<file path="src/rtl/distance_vector_table_update_top_macros.svh">
// assertion helpers shared by the rtl files of the distance-vector table
`ifndef DISTANCE_VECTOR_TABLE_UPDATE_TOP_MACROS_SVH
`define DISTANCE_VECTOR_TABLE_UPDATE_TOP_MACROS_SVH

// same-cycle implication, sampled on clk, off while rst is high
`define DVTU_ASSERT_IMP(lbl, ante, cons, msg) \
  lbl: assert property (@(posedge clk) disable iff (rst) (ante) |-> (cons)) \
    else $error(msg);

// next-cycle implication, sampled on clk, off while rst is high
`define DVTU_ASSERT_NXT(lbl, ante, cons, msg) \
  lbl: assert property (@(posedge clk) disable iff (rst) (ante) |=> (cons)) \
    else $error(msg);

`endif

</file>
<file path="src/rtl/dvtu_pkg.sv">
package dvtu_pkg;

  // parameter defaults
  localparam int MAX_NODES_DEF      = 16;
  localparam int MAX_NEIGHBOURS_DEF = 8;
  localparam int INFINITY_COST_DEF  = 999;

  // field widths
  localparam int OP_W       = 3;
  localparam int SLOT_W     = 4;
  localparam int ID_W       = 8;
  localparam int COST_W     = 16;
  localparam int STAT_W     = 2;
  localparam int NODE_CNT_W = 5;
  localparam int NB_CNT_W   = 4;
  localparam int PADDR_W    = 4;
  localparam int PDATA_W    = 32;
  localparam int REG_IDX_W  = 2;

  localparam logic [COST_W-1:0] COST_MAX = '1;

  // op codes
  localparam logic [OP_W-1:0] OP_DEF_ROW   = 3'd0;
  localparam logic [OP_W-1:0] OP_DEF_COL   = 3'd1;
  localparam logic [OP_W-1:0] OP_SET_COST  = 3'd2;
  localparam logic [OP_W-1:0] OP_GET_COST  = 3'd3;
  localparam logic [OP_W-1:0] OP_ROUTE_UPD = 3'd4;

  // result status codes
  localparam logic [STAT_W-1:0] STAT_OK     = 2'd0;
  localparam logic [STAT_W-1:0] STAT_NO_ROW = 2'd1;
  localparam logic [STAT_W-1:0] STAT_NO_COL = 2'd2;

  // config register indexes, byte address = 4 * index
  localparam logic [REG_IDX_W-1:0] REG_SELF_ID   = 2'd0;
  localparam logic [REG_IDX_W-1:0] REG_COL_COUNT = 2'd1;
  localparam logic [REG_IDX_W-1:0] REG_NB_COUNT  = 2'd2;

  // datapath step commanded by the controller
  typedef enum logic [3:0] {
    STEP_IDLE,
    STEP_MATCH,
    STEP_FIND,
    STEP_ROW_SWEEP,
    STEP_COL_SWEEP,
    STEP_SET,
    STEP_GET_RD,
    STEP_GET_DATA,
    STEP_VIA_RD,
    STEP_OWN_RD,
    STEP_RELAX,
    STEP_ROWMIN,
    STEP_DONE
  } step_t;

  typedef struct packed {
    step_t step;
    logic  capture;
    logic  res_load;
  } dvtu_cmd_t;

  typedef struct packed {
    logic [OP_W-1:0] op;
    logic            slot_row_ok;
    logic            slot_col_ok;
    logic            row_found;
    logic            to_found;
    logic            sweep_last;
  } dvtu_sts_t;

endpackage

</file>
<file path="src/rtl/dvtu_ram.sv">
module dvtu_ram #(
  parameter int WIDTH = 8,
  parameter int DEPTH = 16
) (
  input  logic                     clk,
  input  logic                     wr_en,
  input  logic [$clog2(DEPTH)-1:0] wr_addr,
  input  logic [WIDTH-1:0]         wr_data,
  input  logic                     rd_en,
  input  logic [$clog2(DEPTH)-1:0] rd_addr,
  output logic [WIDTH-1:0]         rd_data
);

  logic [WIDTH-1:0] mem [DEPTH];

  always_ff @(posedge clk) begin
    if (wr_en) begin
      mem[wr_addr] <= wr_data;
    end
    if (rd_en) begin
      rd_data <= mem[rd_addr];
    end
  end

endmodule

</file>
<file path="src/rtl/dvtu_ctrl.sv">
`include "distance_vector_table_update_top_macros.svh"

module dvtu_ctrl (
  input  logic                clk,
  input  logic                rst,
  input  logic                in_valid,
  output logic                in_ready,
  output logic                out_valid,
  input  logic                out_ready,
  output dvtu_pkg::dvtu_cmd_t cmd,
  input  dvtu_pkg::dvtu_sts_t sts
);

  import dvtu_pkg::*;

  typedef enum logic [3:0] {
    S_IDLE,
    S_MATCH,
    S_FIND,
    S_ROW_SWEEP,
    S_COL_SWEEP,
    S_SET,
    S_GET_RD,
    S_GET_DATA,
    S_VIA_RD,
    S_OWN_RD,
    S_RELAX,
    S_ROWMIN,
    S_DONE
  } state_t;

  state_t state;
  state_t state_next;
  logic   load;

  assign in_ready = (state == S_IDLE);
  assign load     = (state == S_DONE) && (!out_valid || out_ready);

  always_comb begin
    state_next = state;
    case (state)
      S_IDLE: begin
        if (in_valid) state_next = S_MATCH;
      end
      S_MATCH: state_next = S_FIND;
      S_FIND: begin
        case (sts.op)
          OP_DEF_ROW:   state_next = sts.slot_row_ok ? S_ROW_SWEEP : S_DONE;
          OP_DEF_COL:   state_next = sts.slot_col_ok ? S_COL_SWEEP : S_DONE;
          OP_SET_COST:  state_next = (sts.row_found && sts.to_found) ? S_SET : S_DONE;
          OP_GET_COST:  state_next = (sts.row_found && sts.to_found) ? S_GET_RD : S_DONE;
          OP_ROUTE_UPD: state_next = sts.to_found ? S_VIA_RD : S_DONE;
          default:      state_next = S_DONE;
        endcase
      end
      S_ROW_SWEEP, S_COL_SWEEP: begin
        if (sts.sweep_last) state_next = S_DONE;
      end
      S_SET:      state_next = S_DONE;
      S_GET_RD:   state_next = S_GET_DATA;
      S_GET_DATA: state_next = S_DONE;
      S_VIA_RD:   state_next = S_OWN_RD;
      S_OWN_RD:   state_next = S_RELAX;
      S_RELAX:    state_next = S_ROWMIN;
      S_ROWMIN:   state_next = S_DONE;
      S_DONE: begin
        if (load) state_next = S_IDLE;
      end
      default:    state_next = S_IDLE;
    endcase
  end

  always_ff @(posedge clk) begin
    if (rst) begin
      state     <= S_IDLE;
      out_valid <= 1'b0;
    end else begin
      state <= state_next;
      if (load) begin
        out_valid <= 1'b1;
      end else if (out_ready) begin
        out_valid <= 1'b0;
      end
    end
  end

  always_comb begin
    cmd.capture  = in_valid && in_ready;
    cmd.res_load = load;
    case (state)
      S_IDLE:      cmd.step = STEP_IDLE;
      S_MATCH:     cmd.step = STEP_MATCH;
      S_FIND:      cmd.step = STEP_FIND;
      S_ROW_SWEEP: cmd.step = STEP_ROW_SWEEP;
      S_COL_SWEEP: cmd.step = STEP_COL_SWEEP;
      S_SET:       cmd.step = STEP_SET;
      S_GET_RD:    cmd.step = STEP_GET_RD;
      S_GET_DATA:  cmd.step = STEP_GET_DATA;
      S_VIA_RD:    cmd.step = STEP_VIA_RD;
      S_OWN_RD:    cmd.step = STEP_OWN_RD;
      S_RELAX:     cmd.step = STEP_RELAX;
      S_ROWMIN:    cmd.step = STEP_ROWMIN;
      S_DONE:      cmd.step = STEP_DONE;
      default:     cmd.step = STEP_IDLE;
    endcase
  end

  `DVTU_ASSERT_NXT(a_load_shows, cmd.res_load, out_valid, "loaded result not valid")
  `DVTU_ASSERT_NXT(a_accept_starts, in_valid && in_ready, cmd.step == STEP_MATCH,
    "accepted beat did not start a match")
  `DVTU_ASSERT_NXT(a_done_holds, state == S_DONE && out_valid && !out_ready,
    state == S_DONE, "finished op left done while output stalled")

endmodule

</file>
<file path="src/rtl/dvtu_datapath.sv">
`include "distance_vector_table_update_top_macros.svh"

module dvtu_datapath #(
  parameter int MAX_NODES      = dvtu_pkg::MAX_NODES_DEF,
  parameter int MAX_NEIGHBOURS = dvtu_pkg::MAX_NEIGHBOURS_DEF,
  parameter int INFINITY_COST  = dvtu_pkg::INFINITY_COST_DEF
) (
  input  logic                              clk,
  input  logic                              rst,
  input  dvtu_pkg::dvtu_cmd_t               cmd,
  output dvtu_pkg::dvtu_sts_t               sts,
  input  logic [dvtu_pkg::ID_W-1:0]         self_id,
  input  logic [dvtu_pkg::NODE_CNT_W-1:0]   col_count,
  input  logic [dvtu_pkg::NB_CNT_W-1:0]     neighbour_count,
  input  logic [dvtu_pkg::OP_W-1:0]         op,
  input  logic [dvtu_pkg::SLOT_W-1:0]       slot,
  input  logic [dvtu_pkg::ID_W-1:0]         from_node,
  input  logic [dvtu_pkg::ID_W-1:0]         to_node,
  input  logic [dvtu_pkg::COST_W-1:0]       cost,
  output logic [dvtu_pkg::STAT_W-1:0]       status,
  output logic [dvtu_pkg::COST_W-1:0]       cost_out,
  output logic                              route_changed,
  output logic [dvtu_pkg::ID_W-1:0]         next_hop
);

  import dvtu_pkg::*;

  localparam int ROWS   = MAX_NEIGHBOURS + 1;
  localparam int COL_W  = $clog2(MAX_NODES);
  localparam int ROW_W  = $clog2(ROWS);
  localparam int ADDR_W = ROW_W + COL_W;
  localparam int CNT_W  = (COL_W > ROW_W) ? COL_W : ROW_W;
  localparam logic [COST_W-1:0] INF = COST_W'(INFINITY_COST);

  // latched command
  logic [OP_W-1:0]   op_q;
  logic [SLOT_W-1:0] slot_q;
  logic [ID_W-1:0]   from_q;
  logic [ID_W-1:0]   to_q;
  logic [COST_W-1:0] cost_q;

  // id stores, row zero is self_id
  logic [ID_W-1:0]      column_ids [MAX_NODES];
  logic [ID_W-1:0]      row_ids [1:MAX_NEIGHBOURS];
  logic [MAX_NODES-1:0] hop_valid;

  // match vectors and first-hit indexes
  logic [MAX_NODES-1:0] to_hit, from_hit, to_hit_q, from_hit_q;
  logic [ROWS-1:0]      row_hit, row_hit_q;
  logic [COL_W-1:0]     to_idx, from_idx, to_idx_q, from_idx_q;
  logic [ROW_W-1:0]     row_idx, row_idx_q;
  logic                 from_found;

  logic [CNT_W-1:0]  sweep_cnt;
  logic [ROW_W-1:0]  slot_row;
  logic [COL_W-1:0]  slot_col;
  logic [COST_W-1:0] own_def;

  // relaxation
  logic [COST_W-1:0] via_q;
  logic [COST_W-1:0] own_q;
  logic              hop_vld_q;
  logic [COST_W:0]   sum_full;
  logic [COST_W-1:0] sum_sat;
  logic              improved;
  logic              row_zero;
  logic [COST_W-1:0] row_val;
  logic              row_lower;

  logic [COST_W-1:0] res_cost_q;
  logic              res_changed_q;
  logic [ID_W-1:0]   res_hop_q;
  logic [STAT_W-1:0] stat_calc;

  // memory ports
  logic              ram_we, ram_re;
  logic [ADDR_W-1:0] ram_wa, ram_ra;
  logic [COST_W-1:0] ram_wd, ram_rd;
  logic              hop_we, hop_re;
  logic [ID_W-1:0]   hop_rd;

  always_comb begin
    row_hit[0] = (self_id == from_q);
    for (int i = 1; i <= MAX_NEIGHBOURS; i++) begin
      row_hit[i] = (int'(neighbour_count) >= i) && (row_ids[i] == from_q);
    end
    for (int j = 0; j < MAX_NODES; j++) begin
      to_hit[j]   = (int'(col_count) > j) && (column_ids[j] == to_q);
      from_hit[j] = (int'(col_count) > j) && (column_ids[j] == from_q);
    end
  end

  // first match wins
  always_comb begin
    to_idx   = '0;
    from_idx = '0;
    row_idx  = '0;
    for (int j = MAX_NODES - 1; j >= 0; j--) begin
      if (to_hit_q[j]) to_idx = COL_W'(j);
      if (from_hit_q[j]) from_idx = COL_W'(j);
    end
    for (int i = ROWS - 1; i >= 0; i--) begin
      if (row_hit_q[i]) row_idx = ROW_W'(i);
    end
  end

  assign from_found = |from_hit_q;
  assign slot_row   = ROW_W'(slot_q);
  assign slot_col   = COL_W'(slot_q);
  assign own_def    = (to_q == self_id) ? '0 : cost_q;

  assign sum_full  = {1'b0, via_q} + {1'b0, cost_q};
  assign sum_sat   = sum_full[COST_W] ? COST_MAX : sum_full[COST_W-1:0];
  assign improved  = (cmd.step == STEP_RELAX) && (sum_sat < ram_rd);
  assign row_zero  = (row_idx_q == '0);
  assign row_val   = row_zero ? own_q : ram_rd;
  assign row_lower = sts.row_found && (row_val > cost_q);

  always_comb begin
    sts.op          = op_q;
    sts.slot_row_ok = (slot_q != '0) && (int'(slot_q) <= MAX_NEIGHBOURS);
    sts.slot_col_ok = (int'(slot_q) < MAX_NODES);
    sts.row_found   = |row_hit_q;
    sts.to_found    = |to_hit_q;
    if (op_q == OP_DEF_ROW) begin
      sts.sweep_last = (sweep_cnt == CNT_W'(MAX_NODES - 1));
    end else begin
      sts.sweep_last = (sweep_cnt == CNT_W'(MAX_NEIGHBOURS));
    end
  end

  always_comb begin
    ram_we = 1'b0;
    ram_wa = '0;
    ram_wd = INF;
    ram_re = 1'b0;
    ram_ra = '0;
    hop_we = 1'b0;
    hop_re = 1'b0;
    case (cmd.step)
      STEP_ROW_SWEEP: begin
        ram_we = 1'b1;
        ram_wa = {slot_row, COL_W'(sweep_cnt)};
      end
      STEP_COL_SWEEP: begin
        ram_we = 1'b1;
        ram_wa = {ROW_W'(sweep_cnt), slot_col};
        ram_wd = (sweep_cnt == '0) ? own_def : INF;
      end
      STEP_SET: begin
        ram_we = 1'b1;
        ram_wa = {row_idx_q, to_idx_q};
        ram_wd = cost_q;
      end
      STEP_GET_RD: begin
        ram_re = 1'b1;
        ram_ra = {row_idx_q, to_idx_q};
      end
      STEP_VIA_RD: begin
        ram_re = 1'b1;
        ram_ra = {{ROW_W{1'b0}}, from_idx_q};
      end
      STEP_OWN_RD: begin
        ram_re = 1'b1;
        ram_ra = {{ROW_W{1'b0}}, to_idx_q};
        hop_re = 1'b1;
      end
      STEP_RELAX: begin
        ram_we = improved;
        ram_wa = {{ROW_W{1'b0}}, to_idx_q};
        ram_wd = sum_sat;
        ram_re = 1'b1;
        ram_ra = {row_idx_q, to_idx_q};
        hop_we = improved;
      end
      STEP_ROWMIN: begin
        ram_we = row_lower;
        ram_wa = {row_idx_q, to_idx_q};
        ram_wd = cost_q;
      end
      default: begin
      end
    endcase
  end

  always_comb begin
    stat_calc = STAT_OK;
    if (op_q inside {OP_SET_COST, OP_GET_COST}) begin
      if (!sts.row_found) stat_calc = STAT_NO_ROW;
      else if (!sts.to_found) stat_calc = STAT_NO_COL;
    end else if (op_q == OP_ROUTE_UPD) begin
      if (!sts.to_found) stat_calc = STAT_NO_COL;
      else if (!sts.row_found) stat_calc = STAT_NO_ROW;
    end
  end

  // id stores and hop valid bits
  always_ff @(posedge clk) begin
    if (rst) begin
      for (int j = 0; j < MAX_NODES; j++) begin
        column_ids[j] <= '0;
      end
      for (int i = 1; i <= MAX_NEIGHBOURS; i++) begin
        row_ids[i] <= '0;
      end
      hop_valid <= '0;
      sweep_cnt <= '0;
    end else begin
      case (cmd.step)
        STEP_FIND: sweep_cnt <= '0;
        STEP_ROW_SWEEP: begin
          row_ids[slot_row] <= from_q;
          sweep_cnt         <= sweep_cnt + 1'b1;
        end
        STEP_COL_SWEEP: begin
          column_ids[slot_col] <= to_q;
          sweep_cnt            <= sweep_cnt + 1'b1;
        end
        STEP_RELAX: begin
          if (improved) hop_valid[to_idx_q] <= 1'b1;
        end
        default: begin
        end
      endcase
    end
  end

  // payload registers
  always_ff @(posedge clk) begin
    if (cmd.capture) begin
      op_q   <= op;
      slot_q <= slot;
      from_q <= from_node;
      to_q   <= to_node;
      cost_q <= cost;
    end
    to_hit_q   <= to_hit;
    from_hit_q <= from_hit;
    row_hit_q  <= row_hit;
    to_idx_q   <= to_idx;
    from_idx_q <= from_idx;
    row_idx_q  <= row_idx;

    case (cmd.step)
      STEP_FIND: begin
        if (op_q == OP_DEF_COL && sts.slot_col_ok) begin
          res_cost_q <= own_def;
        end else if (op_q inside {OP_SET_COST, OP_GET_COST, OP_ROUTE_UPD}) begin
          res_cost_q <= INF;
        end else begin
          res_cost_q <= '0;
        end
        res_changed_q <= 1'b0;
        res_hop_q     <= '0;
      end
      STEP_SET:      res_cost_q <= cost_q;
      STEP_GET_DATA: res_cost_q <= ram_rd;
      STEP_OWN_RD: begin
        via_q     <= from_found ? ram_rd : INF;
        hop_vld_q <= hop_valid[to_idx_q];
      end
      STEP_RELAX: begin
        own_q         <= improved ? sum_sat : ram_rd;
        res_changed_q <= improved;
        if (improved) begin
          res_hop_q <= from_q;
        end else begin
          res_hop_q <= hop_vld_q ? hop_rd : '0;
        end
      end
      STEP_ROWMIN: res_cost_q <= (row_zero && row_lower) ? cost_q : own_q;
      default: begin
      end
    endcase

    if (cmd.res_load) begin
      status        <= stat_calc;
      cost_out      <= res_cost_q;
      route_changed <= res_changed_q;
      next_hop      <= res_hop_q;
    end
  end

  dvtu_ram #(
    .WIDTH (COST_W),
    .DEPTH (ROWS << COL_W)
  ) u_cost_ram (
    .clk     (clk),
    .wr_en   (ram_we),
    .wr_addr (ram_wa),
    .wr_data (ram_wd),
    .rd_en   (ram_re),
    .rd_addr (ram_ra),
    .rd_data (ram_rd)
  );

  dvtu_ram #(
    .WIDTH (ID_W),
    .DEPTH (MAX_NODES)
  ) u_hop_ram (
    .clk     (clk),
    .wr_en   (hop_we),
    .wr_addr (to_idx_q),
    .wr_data (from_q),
    .rd_en   (hop_re),
    .rd_addr (to_idx_q),
    .rd_data (hop_rd)
  );

  `DVTU_ASSERT_IMP(a_sweep_slot,
    cmd.step == STEP_ROW_SWEEP || cmd.step == STEP_COL_SWEEP,
    (cmd.step == STEP_ROW_SWEEP) ? sts.slot_row_ok : sts.slot_col_ok,
    "table sweep on an out of range slot")
  `DVTU_ASSERT_IMP(a_access_hit, cmd.step == STEP_SET || cmd.step == STEP_GET_RD,
    sts.row_found && sts.to_found, "cost access without row and column match")
  `DVTU_ASSERT_IMP(a_relax_order, cmd.step == STEP_RELAX,
    $past(cmd.step) == STEP_OWN_RD && sts.to_found, "relax step out of order")

endmodule

</file>
<file path="src/rtl/distance_vector_table_update_top.sv">
// distance-vector cost table with bellman-ford style route relaxation
//
// channels: input beats (op, slot, from_node, to_node, cost) on in_valid/in_ready,
// one result beat per input (status, cost_out, route_changed, next_hop) on
// out_valid/out_ready. registers self_id, col_count, neighbour_count sit on
// the apb port at byte addresses 0, 4 and 8; write them only while idle.
// one op is worked at a time; in_ready is high only while the sequencer idles.
// the cost table has one read and one write port, so every sweep write and
// every read is a step of its own: after accept the sequencer matches ids,
// picks the branch, works the op's sweep, access or relax steps, hands the
// result over in done and goes back to idle.
// the result sits in an output register, so a stalled receiver only holds the
// finished op; the block can take the next beat once that op is handed over.
// reset (synchronous) clears the id tables, next hops, self_id, neighbour_count
// and out_valid and sets col_count to 16; cost cells hold no value until written.
module distance_vector_table_update_top #(
  parameter int MAX_NODES      = dvtu_pkg::MAX_NODES_DEF,
  parameter int MAX_NEIGHBOURS = dvtu_pkg::MAX_NEIGHBOURS_DEF,
  parameter int INFINITY_COST  = dvtu_pkg::INFINITY_COST_DEF
) (
  input  logic                          clk,
  input  logic                          rst,
  // apb config port
  input  logic                          psel,
  input  logic                          penable,
  input  logic                          pwrite,
  input  logic [dvtu_pkg::PADDR_W-1:0]  paddr,
  input  logic [dvtu_pkg::PDATA_W-1:0]  pwdata,
  output logic [dvtu_pkg::PDATA_W-1:0]  prdata,
  output logic                          pready,
  // input beats
  input  logic                          in_valid,
  output logic                          in_ready,
  input  logic [dvtu_pkg::OP_W-1:0]     op,
  input  logic [dvtu_pkg::SLOT_W-1:0]   slot,
  input  logic [dvtu_pkg::ID_W-1:0]     from_node,
  input  logic [dvtu_pkg::ID_W-1:0]     to_node,
  input  logic [dvtu_pkg::COST_W-1:0]   cost,
  // result beats
  output logic                          out_valid,
  input  logic                          out_ready,
  output logic [dvtu_pkg::STAT_W-1:0]   status,
  output logic [dvtu_pkg::COST_W-1:0]   cost_out,
  output logic                          route_changed,
  output logic [dvtu_pkg::ID_W-1:0]     next_hop
);

  import dvtu_pkg::*;

  localparam logic [NODE_CNT_W-1:0] COL_COUNT_RST = 5'd16;

  logic [ID_W-1:0]       self_id;
  logic [NODE_CNT_W-1:0] col_count;
  logic [NB_CNT_W-1:0]   neighbour_count;
  logic                  cfg_we;
  logic [REG_IDX_W-1:0]  cfg_idx;

  dvtu_cmd_t cmd;
  dvtu_sts_t sts;

  assign pready  = 1'b1;
  assign cfg_we  = psel && penable && pwrite && pready;
  // register index = paddr[3:2]
  assign cfg_idx = paddr[3:2];

  // config registers, writes beyond the list are dropped
  always_ff @(posedge clk) begin
    if (rst) begin
      self_id         <= '0;
      col_count       <= COL_COUNT_RST;
      neighbour_count <= '0;
    end else if (cfg_we) begin
      case (cfg_idx)
        REG_SELF_ID:   self_id         <= pwdata[ID_W-1:0];
        REG_COL_COUNT: col_count       <= pwdata[NODE_CNT_W-1:0];
        REG_NB_COUNT:  neighbour_count <= pwdata[NB_CNT_W-1:0];
        default: begin
        end
      endcase
    end
  end

  // read back
  always_comb begin
    case (cfg_idx)
      REG_SELF_ID:   prdata = PDATA_W'(self_id);
      REG_COL_COUNT: prdata = PDATA_W'(col_count);
      REG_NB_COUNT:  prdata = PDATA_W'(neighbour_count);
      default:       prdata = '0;
    endcase
  end

  // sequencer: one op at a time, owns both handshakes
  dvtu_ctrl u_ctrl (
    .clk       (clk),
    .rst       (rst),
    .in_valid  (in_valid),
    .in_ready  (in_ready),
    .out_valid (out_valid),
    .out_ready (out_ready),
    .cmd       (cmd),
    .sts       (sts)
  );

  // id match, cost table, next hops and the result register
  dvtu_datapath #(
    .MAX_NODES      (MAX_NODES),
    .MAX_NEIGHBOURS (MAX_NEIGHBOURS),
    .INFINITY_COST  (INFINITY_COST)
  ) u_datapath (
    .clk             (clk),
    .rst             (rst),
    .cmd             (cmd),
    .sts             (sts),
    .self_id         (self_id),
    .col_count       (col_count),
    .neighbour_count (neighbour_count),
    .op              (op),
    .slot            (slot),
    .from_node       (from_node),
    .to_node         (to_node),
    .cost            (cost),
    .status          (status),
    .cost_out        (cost_out),
    .route_changed   (route_changed),
    .next_hop        (next_hop)
  );

endmodule
</file>
<file path="config.mk">
export PLATFORM = sky130hd
export DESIGN_NAME = distance_vector_table_update_top
export DESIGN_NICKNAME = d
export VERILOG_FILES = /design/src/rtl/dvtu_pkg.sv /design/src/rtl/dvtu_ram.sv /design/src/rtl/dvtu_ctrl.sv /design/src/rtl/dvtu_datapath.sv /design/src/rtl/distance_vector_table_update_top.sv
export VERILOG_INCLUDE_DIRS = /design/src /design/src/rtl
export SDC_FILE = /design/constraint.sdc
export NUM_CORES = 2
export LEC_CHECK = 0
export ABC_CLOCK_PERIOD_IN_PS = 6790
export BUFFER_PORTS_ARGS = -buffer_cell sky130_fd_sc_hd__buf_2
export CORE_MARGIN = 2
export CORE_UTILIZATION = 55
export DETAILED_ROUTE_END_ITERATION = 16
export GPL_TIMING_DRIVEN = 0
export MAX_ROUTING_LAYER = met4
export PLACE_DENSITY = 0.8
export SYNTH_ARGS = -nofsm -noshare
export SYNTH_HDL_FRONTEND = slang
export SYNTH_SLANG_ARGS = --single-unit
export TNS_END_PERCENT = 1
</file>
<file path="constraint.sdc">
create_clock -name clk -period 6.79 [get_ports clk]
set_input_delay 0.3395 -clock clk [delete_from_list [all_inputs] [get_ports clk]]
set_output_delay 0.3395 -clock clk [all_outputs]
set_load 0.02 [all_outputs]
</file>
==> results_dict.tcl <==
set metrics [dict create \
    grt_max_degree 95 \
    initial_core_util_pct 55.2 \
    syn-cell-area_um2 120000 \
    viasPerCell 6.74 \
    finalWorstSetupSlack_ns -0.0865 \
    total_power_mw 45.3 \
    synth_area_leaders "edfxtp_1, mux2i_1, mux4_2, nand2_1, xnor2_1" \
    die_w_um 471 \
    yosysSeqAreaShare_pct 71.2 \
    rsz0062_at_grt "yes" \
    crit_start "u_datapath.row_idx_q[3]" \
    place.gp.congestion 1.08 \
    first_pass_iters 12 \
    grt_pass1_vias 72300 \
    fmax_mhz 145 \
    synth_edf_count 2772 \
    clk_path_buf_depth 4 \
    path_max_fanout 14 \
    syn_to_final_growth_pct 15.2 \
    overflow 0 \
    drive_gt1_share_pct 16.4 \
    fin_skew_ns 0.0578 \
    synth_cells 7488 \
    cts_made_buffers 303 \
    synth_area_per_cell_um2 16.0 \
    nets 8278 \
    worst_setup_path_end_kind "flop" \
    hpwl_um 263000 \
    route.vias.total 75700 \
    hold_class "in -> reg" \
    status "finished with violations" \
    numClockSinks 2871 \
    cts_root_buffer "clkbuf_16" \
    p_per_area_nw_per_um2 328 \
    cts_tree "built" \
    yosys.area.top_type "edfxtp_1" \
    wl_per_cell_um 34.3 \
    die_h_um 471 \
    yosysTopAreaCellShare_pct 69.5 \
    whs_ns 0.0597 \
    synthDistinctLibCells 87 \
    ir_worst_vdd_uv 283 \
    holdPathEnd "u_datapath.slot_col[1]" \
    rrSetupSlack_ns -0.09 \
    whs_path_depth 2 \
    required_ns 7.43 \
    coreArea_um2 217000 \
    finalHoldViolCount 0 \
    finalSetupViolCount 148 \
    hold_start "in_valid" \
    antenna_found_initial 17 \
    rows 171 \
    synth_warnings 0 \
    drt_iter0_markers 13200 \
    r2r-start "u_datapath.row_idx_q[3]" \
    worst_slew_pin_slew_ns 1.71 \
    maxCapViolations 13 \
    drc 0 \
    cp-start-kind "flop" \
    design.die.area_um2 221000 \
    ys.flop_type "edfxtp_1" \
    slew_violations 131 \
    antenna_left 0 \
    grt_first_pass_wirelength_um 534000 \
    fin_crit_ns 6.88 \
    violations "capacitance limit, slew limit, setup timing" \
    reg2reg_to "u_datapath.u_cost_ram.mem[48][4]" \
    worstPathArrival_ns 7.51 \
    path_clk_slew_ns 0.07 \
    track_usage_pct 35.2 \
    clk_latency_ns 0.95 \
    routed_wl_um 386000 \
    relSlewSlack_pct -14.7 \
    r2r_cells 17 \
    ios 144 \
    port_buffers 90 \
    htreeDepth 5 \
    dpl_worst_slack_ns -1.18 \
    fin_setup_tns_ns -6.39 \
    p_leak_nw 49.7 \
    yosys_register_bits 2871 \
    crit_type "reg -> reg" \
    min_period_over_period_pct 101 \
    synthArstFlopShare_pct 0 \
]
-- how the worst max path moves through the flow --
stage                                   endpoint  slack [ns]  depth (start not counted)
2_1_floorplan   u_datapath.u_cost_ram.mem[73][0]        0.43                         17
3_3_place_gp    u_datapath.u_cost_ram.mem[73][6]       -2.75                         17
3_5_place_dp    u_datapath.u_cost_ram.mem[61][7]       -1.18                         19
4_1_cts        u_datapath.u_cost_ram.mem[105][7]       -0.03                         21
5_1_grt        u_datapath.u_cost_ram.mem[32][10]       -0.03                         20
6_report        u_datapath.u_cost_ram.mem[48][4]       -0.09                         17
-- routing by layer --
metal	vias up	global-route usage, %	routed length [um]
li1	30500	-	-
met1	37800	45.4	137000
met2	6207	50.1	167000
met3	1174	10.1	54400
met4	0	20.5	27000
met5	-	-	0
-- per-stage QoR --
stage | area (um^2) | std cells | util [%]
after floorplan | 120000 | 7511 | -
after CTS | 138000 | 11200 | 63.5
final | 138000 | 11200 | 63.6
after detailed placement | 127000 | 10600 | 58.7
after global routing | 138000 | 11200 | 63.6
after global placement | 124000 | 10500 | 57.1
-- synthesized netlist by cell type, drive strengths merged, types with 29 or more instances --
cell    count
ha         49
mux2i     780
xor2       70
and3       43
nor2b      84
xnor2     279
a311oi     44
clkbuf    259
a221oi     33
o221ai     33
a31oi      52
nor4       50
nand2b     29
a311o      41
and2      198
a21oi     266
nor3       73
edfxtp   2772
dfxtp      99
a32oi      33
nand2     688
inv        79
nand3      57
o21ai      87
o22ai     116
a211oi    108
a22oi     178
mux4      187
nand4      75
nor2      139
buf       248
-- cells by family (layout without fill, tap and decap cells) --
kind of cell               after synthesis  count (layout)  share of synthesized area [%]
buffers and inverters                  587            1432                           2.67
muxes                                  995             995                           10.3
DFF                                   2871            2871                           71.2
and+or+nand+nor                       1481            1481                           5.95
xor gates and xnor gates               349             349                           2.55
AOI/OAI and AO/OA                     1153            1153                           6.80
other                                    2              47                        0.00627
adders and majority gates               50              50                          0.529
-- cells in the final DEF, fill, tap and decap left out, types with 70 or more instances in the layout --
cell type  count
a211oi_1     107
a21oi_1      125
a21oi_2      103
a22oi_1      178
and2_1       196
buf_2        172
buf_4        100
buf_8        148
clkbuf_1     293
clkbuf_16    310
dfxtp_1       99
edfxtp_1    2772
inv_1         79
mux2i_1      780
mux4_2       187
nand2_1      687
nand4_1       75
nor2_1       138
nor2b_1       83
o21ai_0       84
o22ai_1      116
xnor2_1      279
xor2_1        70
-- flip-flops by register name, summed over array words and instances, names as in the netlist, 64 cells and up --
| signal | flops |
|---|---|
| u_datapath.column_ids | 128 |
| u_datapath.row_ids | 64 |
| u_datapath.u_cost_ram.mem | 2304 |
| u_datapath.u_hop_ram.mem | 128 |
-- where the power goes --
group	switching [mW]	internal, mW
clock network	6.71	9.44
registers	0.259	21.6
logic	5.58	1.69
total	12.6	32.7
-- layout make-up --
cell class / count / area (um^2)
antenna: 22 / 55.1
sequential: 2871 / 85200
multi-input combinational: 4053 / 32500
clock buffer: 369 / 8070
fill: 14500 / 78900
clock inverter: 146 / 1410
buffer: 507 / 2930
timing repair buffer: 330 / 3810
inverter: 80 / 300
tap: 2854 / 3570
-- worst max-delay path, stage by stage (launching register included) --
cell and delay (ns):
dfxtp_1 0.44, nor4_1 0.72, buf_2 0.32, clkbuf_1 0.45
nand2_1 0.10, o21ai_0 0.09, ha_1 0.28, a21o_1 0.18
a21o_1 0.17, a21o_1 0.17, a21o_1 0.18, a211oi_1 0.50
o2111ai_1 0.32, nand2_1 0.54, clkbuf_1 0.50, clkbuf_1 1.03
a21oi_2 0.30, buf_8 0.25
-- what timing repair did --
item / CTS / global route
endpoints found under the hold margin: 59 / 0
setup buffers: 4 / 6
pin swaps: 1 / 2
gates resized for setup: 36 / 36
hold buffers: 52 / 0
setup endpoints to repair: 2376 / 2341
(Power assumes the default switching activity.)
